`src/hw/rtl/ipcfifo_pkg.sv`:
```
// shared types and constants of the interprocessor mailbox fifo
`timescale 1ns / 1ps

package ipcfifo_pkg;

  // send fifo depth per processor
  localparam int FIFO_DEPTH = 16;
  localparam int PTR_W      = (FIFO_DEPTH > 1) ? $clog2(FIFO_DEPTH) : 1;
  localparam int CNT_W      = $clog2(FIFO_DEPTH + 1);

  // request codes
  localparam logic [2:0] REQ_SYNC_RD = 3'd0;
  localparam logic [2:0] REQ_SYNC_WR = 3'd1;
  localparam logic [2:0] REQ_CTRL_RD = 3'd2;
  localparam logic [2:0] REQ_CTRL_WR = 3'd3;
  localparam logic [2:0] REQ_SEND    = 3'd4;

  // send access sizes
  localparam logic [1:0] SIZE_BYTE = 2'd0;
  localparam logic [1:0] SIZE_HALF = 2'd1;

  // send status codes
  localparam logic [1:0] SEND_OK       = 2'd0;
  localparam logic [1:0] SEND_DISABLED = 2'd1;
  localparam logic [1:0] SEND_FULL     = 2'd2;

  // register bit positions
  localparam int SYNC_IRQ_REQ_BIT = 5;
  localparam int SYNC_IRQ_EN_BIT  = 6;
  localparam int CTRL_IRQ_EN_BIT  = 2;
  localparam int CTRL_CLEAR_BIT   = 3;
  localparam int CTRL_ERR_BIT     = 6;
  localparam int CTRL_ENABLE_BIT  = 7;

  // one register access beat
  typedef struct packed {
    logic [2:0]  req_type;
    logic        requester;
    logic        byte_offset;
    logic [1:0]  access_size;
    logic [31:0] write_data;
  } in_item_t;

  // one result beat
  typedef struct packed {
    logic [7:0] read_data;
    logic       sync_irq_raise;
    logic       sync_irq_target;
    logic [1:0] send_status;
  } out_item_t;

endpackage

```
`src/hw/rtl/dual_core_ipc_sync_fifo.sv`:
```
// top level of the interprocessor mailbox, sending side
//
// Each beat on the input channel is one register access by one processor:
// sync read or write, fifo control read or write, or a send fifo write.
// A beat is taken at a clock edge with start high and busy low. The access
// is held in an input register, decoded and applied to the mailbox state
// in the next cycle, and its result is put in the output register.
// The result shows on out_valid/out_item once the beat has passed the input
// and output registers, for exactly one cycle.
// Throughput: one access per cycle while busy is low; each access touches
// only a few flags and at most one send fifo slot, all settled in the decode cycle.
// Reset (rst_n low, synchronous) clears every flag, count and pointer and
// holds busy high until the first clock edge with rst_n high; fifo slot contents
// are not cleared and are valid only once written.
// The receiver cannot stall: each result must be taken in the cycle it is
// shown.
`timescale 1ns / 1ps

module dual_core_ipc_sync_fifo (
  input  logic                   clk,
  input  logic                   rst_n,
  input  logic                   start,
  output logic                   busy,
  input  ipcfifo_pkg::in_item_t  in_item,
  output logic                   out_valid,
  output ipcfifo_pkg::out_item_t out_item
);

  logic                  stg_vld;
  ipcfifo_pkg::in_item_t stg_item;

  // input register
  ipcfifo_in_stage u_in_stage (
    .clk      (clk),
    .rst_n    (rst_n),
    .start    (start),
    .busy     (busy),
    .in_item  (in_item),
    .stg_vld  (stg_vld),
    .stg_item (stg_item)
  );

  // decode, state and result register
  ipcfifo_core u_core (
    .clk       (clk),
    .rst_n     (rst_n),
    .stg_vld   (stg_vld),
    .stg_item  (stg_item),
    .out_valid (out_valid),
    .out_item  (out_item)
  );

endmodule

```
`src/hw/rtl/ipcfifo_in_stage.sv`:
```
// input register of the mailbox: captures one access beat per cycle while busy is low
`timescale 1ns / 1ps

module ipcfifo_in_stage (
  input  logic                  clk,
  input  logic                  rst_n,
  input  logic                  start,
  output logic                  busy,
  input  ipcfifo_pkg::in_item_t in_item,
  output logic                  stg_vld,
  output ipcfifo_pkg::in_item_t stg_item
);

  logic                  busy_r;
  logic                  vld_r;
  ipcfifo_pkg::in_item_t item_r;
  logic                  accept;

  assign accept = start && !busy_r;

  // busy only while coming out of reset
  always_ff @(posedge clk) begin
    if (!rst_n) begin
      busy_r <= 1'b1;
      vld_r  <= 1'b0;
    end else begin
      busy_r <= 1'b0;
      vld_r  <= accept;
    end
  end

  // payload capture
  always_ff @(posedge clk) begin
    if (accept) begin
      item_r <= in_item;
    end
  end

  assign busy     = busy_r;
  assign stg_vld  = vld_r;
  assign stg_item = item_r;

endmodule

```
`src/hw/rtl/ipcfifo_core.sv`:
```
// mailbox state, send fifo storage and result register
`timescale 1ns / 1ps

module ipcfifo_core (
  input  logic                   clk,
  input  logic                   rst_n,
  input  logic                   stg_vld,
  input  ipcfifo_pkg::in_item_t  stg_item,
  output logic                   out_valid,
  output ipcfifo_pkg::out_item_t out_item
);

  localparam int CW = ipcfifo_pkg::CNT_W;
  localparam int PW = ipcfifo_pkg::PTR_W;

  // per-processor state
  logic [3:0]    nib_r     [2];
  logic [3:0]    nib_nxt   [2];
  logic [1:0]    rie_r, rie_nxt;
  logic [CW-1:0] cnt_r     [2];
  logic [CW-1:0] cnt_nxt   [2];
  logic [PW-1:0] wptr_r    [2];
  logic [PW-1:0] wptr_nxt  [2];
  logic [1:0]    sie_r, sie_nxt;
  logic [1:0]    cie_r, cie_nxt;
  logic [1:0]    err_r, err_nxt;
  logic [1:0]    ena_r, ena_nxt;

  // send fifo storage
  logic [31:0] send_mem_r [2][ipcfifo_pkg::FIFO_DEPTH];

  logic                   out_vld_r;
  ipcfifo_pkg::out_item_t res_r, res_nxt;

  logic          self_id, peer_id;
  logic [7:0]    b;
  logic [31:0]   word;
  logic [1:0]    empty, full;
  logic          wr_en;
  logic [PW:0]   wr_addr;

  assign self_id = stg_item.requester;
  assign peer_id = ~stg_item.requester;
  assign b       = stg_item.write_data[7:0];

  // empty and full flags of both fifos
  always_comb begin
    for (int i = 0; i < 2; i++) begin
      empty[i] = (cnt_r[i] == '0);
      full[i]  = (cnt_r[i] >= CW'(ipcfifo_pkg::FIFO_DEPTH));
    end
  end

  // send word replication
  always_comb begin
    unique case (stg_item.access_size)
      ipcfifo_pkg::SIZE_BYTE: word = {4{b}};
      ipcfifo_pkg::SIZE_HALF: word = {2{stg_item.write_data[15:0]}};
      default:                word = stg_item.write_data;
    endcase
  end

  // request decode and state update
  always_comb begin
    nib_nxt  = nib_r;
    rie_nxt  = rie_r;
    cnt_nxt  = cnt_r;
    wptr_nxt = wptr_r;
    sie_nxt  = sie_r;
    cie_nxt  = cie_r;
    err_nxt  = err_r;
    ena_nxt  = ena_r;
    res_nxt  = '0;
    wr_en    = 1'b0;
    wr_addr  = {self_id, wptr_r[self_id]};
    if (stg_vld) begin
      unique case (stg_item.req_type)
        ipcfifo_pkg::REQ_SYNC_RD: begin
          if (!stg_item.byte_offset) begin
            res_nxt.read_data = {4'd0, nib_r[peer_id]};
          end else begin
            res_nxt.read_data = {1'b0, rie_r[self_id], 2'd0, nib_r[self_id]};
          end
        end
        ipcfifo_pkg::REQ_SYNC_WR: begin
          if (stg_item.byte_offset) begin
            nib_nxt[self_id] = b[3:0];
            rie_nxt[self_id] = b[ipcfifo_pkg::SYNC_IRQ_EN_BIT];
            if (b[ipcfifo_pkg::SYNC_IRQ_REQ_BIT] && rie_r[peer_id]) begin
              res_nxt.sync_irq_raise  = 1'b1;
              res_nxt.sync_irq_target = peer_id;
            end
          end
        end
        ipcfifo_pkg::REQ_CTRL_RD: begin
          if (!stg_item.byte_offset) begin
            res_nxt.read_data = {5'd0, sie_r[self_id], full[self_id], empty[self_id]};
          end else begin
            res_nxt.read_data = {ena_r[self_id], err_r[self_id], 3'd0, cie_r[self_id],
                                 full[peer_id], empty[peer_id]};
          end
        end
        ipcfifo_pkg::REQ_CTRL_WR: begin
          if (!stg_item.byte_offset) begin
            sie_nxt[self_id] = b[ipcfifo_pkg::CTRL_IRQ_EN_BIT];
            if (b[ipcfifo_pkg::CTRL_CLEAR_BIT]) begin
              cnt_nxt[self_id]  = '0;
              wptr_nxt[self_id] = '0;
            end
          end else begin
            cie_nxt[self_id] = b[ipcfifo_pkg::CTRL_IRQ_EN_BIT];
            if (b[ipcfifo_pkg::CTRL_ERR_BIT]) begin
              err_nxt[self_id] = 1'b0;
            end
            ena_nxt[self_id] = b[ipcfifo_pkg::CTRL_ENABLE_BIT];
          end
        end
        ipcfifo_pkg::REQ_SEND: begin
          if (!ena_r[self_id]) begin
            res_nxt.send_status = ipcfifo_pkg::SEND_DISABLED;
          end else if (full[self_id]) begin
            err_nxt[self_id]    = 1'b1;
            res_nxt.send_status = ipcfifo_pkg::SEND_FULL;
          end else begin
            wr_en            = 1'b1;
            cnt_nxt[self_id] = cnt_r[self_id] + CW'(1);
            if (wptr_r[self_id] == PW'(ipcfifo_pkg::FIFO_DEPTH - 1)) begin
              wptr_nxt[self_id] = '0;
            end else begin
              wptr_nxt[self_id] = wptr_r[self_id] + PW'(1);
            end
          end
        end
        default: begin
          res_nxt = '0;
        end
      endcase
    end
  end

  // control state
  always_ff @(posedge clk) begin
    if (!rst_n) begin
      for (int i = 0; i < 2; i++) begin
        nib_r[i]  <= '0;
        cnt_r[i]  <= '0;
        wptr_r[i] <= '0;
      end
      rie_r     <= '0;
      sie_r     <= '0;
      cie_r     <= '0;
      err_r     <= '0;
      ena_r     <= '0;
      out_vld_r <= 1'b0;
    end else begin
      nib_r     <= nib_nxt;
      cnt_r     <= cnt_nxt;
      wptr_r    <= wptr_nxt;
      rie_r     <= rie_nxt;
      sie_r     <= sie_nxt;
      cie_r     <= cie_nxt;
      err_r     <= err_nxt;
      ena_r     <= ena_nxt;
      out_vld_r <= stg_vld;
    end
  end

  // result payload and fifo slot write
  always_ff @(posedge clk) begin
    res_r <= res_nxt;
    if (wr_en) begin
      send_mem_r[wr_addr[PW]][wr_addr[PW-1:0]] <= word;
    end
  end

  assign out_valid = out_vld_r;
  assign out_item  = res_r;

endmodule

```
`config.mk`:
```
export PLATFORM = sky130hd
export DESIGN_NAME = dual_core_ipc_sync_fifo
export DESIGN_NICKNAME = d
export VERILOG_FILES = /design/src/hw/rtl/ipcfifo_pkg.sv /design/src/hw/rtl/dual_core_ipc_sync_fifo.sv /design/src/hw/rtl/ipcfifo_in_stage.sv /design/src/hw/rtl/ipcfifo_core.sv
export SDC_FILE = /design/constraint.sdc
export NUM_CORES = 1
export LEC_CHECK = 0
export BUFFER_PORTS_ARGS = -buffer_cell sky130_fd_sc_hd__buf_2
export CORE_MARGIN = 4
export CORE_UTILIZATION = 56
export DETAILED_ROUTE_END_ITERATION = 16
export GPL_TIMING_DRIVEN = 0
export PLACE_DENSITY = 0.84
export SYNTH_ARGS = -nofsm -noshare
export SYNTH_HDL_FRONTEND = slang
export SYNTH_HIERARCHICAL = 1
export SYNTH_SLANG_ARGS = --single-unit
```
`constraint.sdc`:
```
create_clock -name clk -period 3.2 [get_ports clk]
set_input_delay 0.48 -clock clk [delete_from_list [all_inputs] [get_ports clk]]
set_output_delay 0.48 -clock clk [all_outputs]
set_load 0.02 [all_outputs]
```
# Word level (Yosys, flattened, before mapping)

Index checks and enable logic that the tools add are counted.
W data, S select, Z words.

Register bits after elaboration: 56
Word-level logic and storage cells: 125

Add/subtract/negate cells: 1
Order comparisons: 8
Eq/ne operators: 11
Mux-type cells: 58
Bitwise logic cells: 9
Reduce and logical (&&, ||, !) cells: 17

Operator list:

| kind                  | number |
|---|---|
| $mux W10              | 4 |
| $mux W4               | 7 |
| $mux W1               | 23 |
| $mux W5               | 4 |
| $pmux W10 S2          | 1 |
| $pmux W8 S2           | 1 |
| $mux W2               | 6 |
| $reduce_and A3 Y1     | 4 |
| $reduce_and A6 Y1     | 2 |
| $and A10 B10 Y10      | 1 |
| $bwmux W10            | 1 |
| $ge A5 B5 Y1 const B  | 2 |
| $logic_not A5 Y1      | 2 |
| $ne A2 B2 Y1 const B  | 5 |
| $not A10 Y10          | 1 |
| $bwmux W2             | 4 |
| $bwmux W8             | 1 |
| $mux W8               | 1 |
| $mux W7               | 1 |
| $eq A3 B2 Y1 const B  | 2 |
| $add A5 B1 Y5 const B | 1 |
| $demux W5 S1          | 1 |
| $demux W4 S1          | 1 |
| $ge A2 B2 Y1 const B  | 2 |
| 19 further kinds      | 26 |

# Depth between registers and ports, before layout

Word-level depth: 10
Gate-level depth with buffers: 7
Gate-level depth less buffers: 5

# Hierarchy

Netlist, hierarchy kept.

Modules (own cells, without submodules):

| module           | times used | cells each | area an instance (um2) | sequential area each (um2) |
|---|---|---|---|---|
| ipcfifo_core     | 1          | 185        | 1970.6                 | 780.7 |
| ipcfifo_in_stage | 1          | 44         | 1229.9                 | 1211.2 |

# Worst setup path before layout

Ideal clock, no wire load.

Path type: input port to flip-flop
Start point: input start
End point: register u_in_stage.item_r (netlist bit u_in_stage/stg_item[0]), enable pin
Library setup time: 0.439 ns
Data arrival time: 2.227 ns
Setup slack: 0.534 ns
Stages on the path: 1
Path buffers: 0
Cell sequence: nor2b_1

Word-level cells in the longest chain between the ends: 1

Ends and longest elaborated chain:

| what                 | line                          | RTL |
|---|---|---|
| from (decl)          | dual_core_ipc_sync_fifo.sv:22 | `input logic start,` |
| $logic_and A1 B1 Y1  | ipcfifo_in_stage.sv:19        | `assign accept = start && !busy_r;` |
| to (signal assigned) | ipcfifo_in_stage.sv:35        | `item_r <= in_item;` |
| to (decl)            | ipcfifo_in_stage.sv:16        | `ipcfifo_pkg::in_item_t item_r;` |

Every way passes these cells.
A chain may end at the register's enable or synchronous reset.

# Worst setup path in the final report

Start point: register u_in_stage.item_r (netlist bit u_in_stage/stg_item[35])
End point: register u_core/cnt_r[7] (netlist bit)

Word-level cells in the longest chain between the ends: 10
Elaborated cells on any way between the ends: 25
Classes of those cells: add/sub (1); order compare (2); eq/ne (2); mux (15); bitwise (3); reduce/logical (2)

Ends and longest elaborated chain:

| what                                                                   | line                | RTL |
|---|---|---|
| parallel branches: the longest is 10 deep, another holds $add A5 B1 Y5 | -                   |  |
| to (signal assigned)                                                   | ipcfifo_core.sv:157 | `cnt_r <= cnt_nxt;` |
| to (decl)                                                              | ipcfifo_core.sv:20  | `logic [CW-1:0] cnt_r [2];` |

Parallel ways; which one is timed is not known. The select of a mux whose other input is x is not followed.

==> metrics.cfg <==
[worst_setup_path]
rr_startpoint = u_in_stage/stg_item[35]
startpoint_type = flop
reg2reg_depth = 7
critPathMaxFanout = 10
crit_path_start = u_in_stage/stg_item[35]
required_ns = 3.44
critical_path_class = reg -> reg
critPathArrivalTime_ns = 2.25
end_kind = flop
r2r_setup_slack_ns = 1.19

[cts]
htreeDepth = 2
clk_pin_slew_ns = 0.09
hold_buffers = 0
root_buffer = clkbuf_8
clock_latency_ns = 0.30
cts_resized = 0
clockBufferDepth = 2
clock_sinks = 53
cts_tree = yes
post_cts_buffers = 0
cts-buffers-inserted = 5

[global_routing]
overflow = 0
grt_max_degree = 16
antenna_found_initial = 0
grt_pass1_vias = 1629
grt_pass1_wl_mm = 8.00
grt_usage_pct = 19.9

[drt]
ant_nets = 0
via_count = 1629
drt_iter0_drc = 110
wl_per_cell_um = 16.7
drt-total-wl_mm = 4.80
dr.pass1.iters = 4
drc_errors = 0
via_per_inst = 5.68

[worst_hold_path]
min_from = in_item[6]
hold_class = in -> reg
hold_depth = 1

[pwr]
power_mw = 1.21
peakVddDrop_mv = 0.509
swShare_pct = 21.3
pwr-share-clk_pct = 36.3
internal_power_mw = 0.953
power.leakage_nw = 1.06
power_frac_comb_pct = 5.8
power_switching_mw = 0.258
p_per_area_nw_per_um2 = 449
pwr-share-seq_pct = 57.9

[place]
gp_congestion = 0.861
io_buffers = 26
place_area_um2 = 2590
dp_slack_ns = 1.19
hpwl_mm = 3.52

[outcome]
status = completed

[sta]
worst_slack_ns = 1.19
maxSlewHeadroom_pct = 24.8
clock.fmax_ghz = 0.497
slew_violations = 0
setup_viol = 0
rsz0062_at_grt = false
period_share_pct = 62.8
clock_skew_ns = 0.00917
hold_violations = 0
tightest_slew_ns = 1.13
finalCriticalPeriod_ns = 2.01
tns_ns = 0

[final_layout]
finalCoreUtilization_pct = 66.4
post-route-cell-area_um2 = 2690
area_delta_synth_final_pct = 12.7
fin_nets = 279
num_antenna_cells = 0
drive_gt1_share_pct = 24.5
fill_cells = 311

[floorplanning]
rows = 23
core-area_um2 = 4060
start_util_pct = 58.9
dieArea_um2 = 5380
die_w_um = 73.3
io_pins = 56
die_h_um = 73.3

[job]
drv_cap = 0

[yosys]
yosys_warnings = 6
synth_area_um2 = 2390
syn_area_per_cell_um2 = 11.8
postSynthCellCount = 202

## worst max-delay path, cell delays in order, from the launching register on
cell	delay [ns]
edfxtp_1	0.57
buf_6	0.23
buf_6	0.17
mux2_2	0.34
ha_1	0.23
xnor2_1	0.16
nand3_1	0.11
mux2i_1	0.15
## area by class of cell
cell class	instances	area [um^2]	area share (%)
well taps	50	62.6	2.32
flip-flops and latches	53	1180	43.9
multi-input cells	136	1130	42.0
inverters	4	17.5	0.651
repair buffers	26	130	4.83
clock buffers	6	72.6	2.70
clock inverters	2	33.8	1.25
plain buffers	10	63.8	2.37
## flip-flops by register name (all words and copies together), names as in the netlist, named ones only
name	flops
u_in_stage/busy	1
u_core/sie_r	2
u_core/nib_r	8
u_core/out_item	10
u_in_stage/stg_vld	1
u_core/cie_r	2
u_core/ena_r	2
u_in_stage/stg_item	12
u_core/rie_r	2
u_core/out_valid	1
u_core/cnt_r	10
## per-layer routing
layer | vias up | routed length, um | GRT usage [%]
met5 | - | 0 | 0
li1 | 801 | - | -
met1 | 763 | 2110 | 26.3
met4 | 0 | 91 | 9.46
met3 | 9 | 327 | 5.34
met2 | 56 | 2270 | 30.1
## metrics by stage
| step | hold slack, ns | instances |
|---|---|---|
| floorplan | 0.435 | 203 |
| global placement | 0.450 | 279 |
| detailed placement | 0.452 | 279 |
| CTS | 0.333 | 287 |
| global route | 0.324 | 287 |
| finish | 0.344 | 287 |
## path summary, 6_finish.rpt
check	end
min reg2reg	flop
max reg2reg	u_core/cnt_r[7]
min	u_in_stage/stg_item[6]
max	u_core/cnt_r[7]
## power by group through the flow
stage	registers [mW]	logic, mW	clock network (mW)
2_1_floorplan	0.715	0.0462	0
3_3_place_gp	0.716	0.0685	0
3_5_place_dp	0.716	0.0698	0
4_1_cts	0.701	0.0698	0.450
5_1_grt	0.702	0.0757	0.480
6_report	0.701	0.0702	0.439
## layout by cell type (no fill, tap or decap), types with 3 or more instances in the layout
cell type and n:
nor3_1 3, nor4_1 4, buf_2 29, mux4_2 3
edfxtp_1 12, and3b_1 3, clkbuf_8 5, nand3_1 3
nor2b_1 19, mux2i_1 33, dfxtp_1 41, nor3b_1 3
inv_1 3, nor2_1 6, and2_1 3, clkbuf_1 4
nand2_1 14
Power figures use the tool's default switching activity.
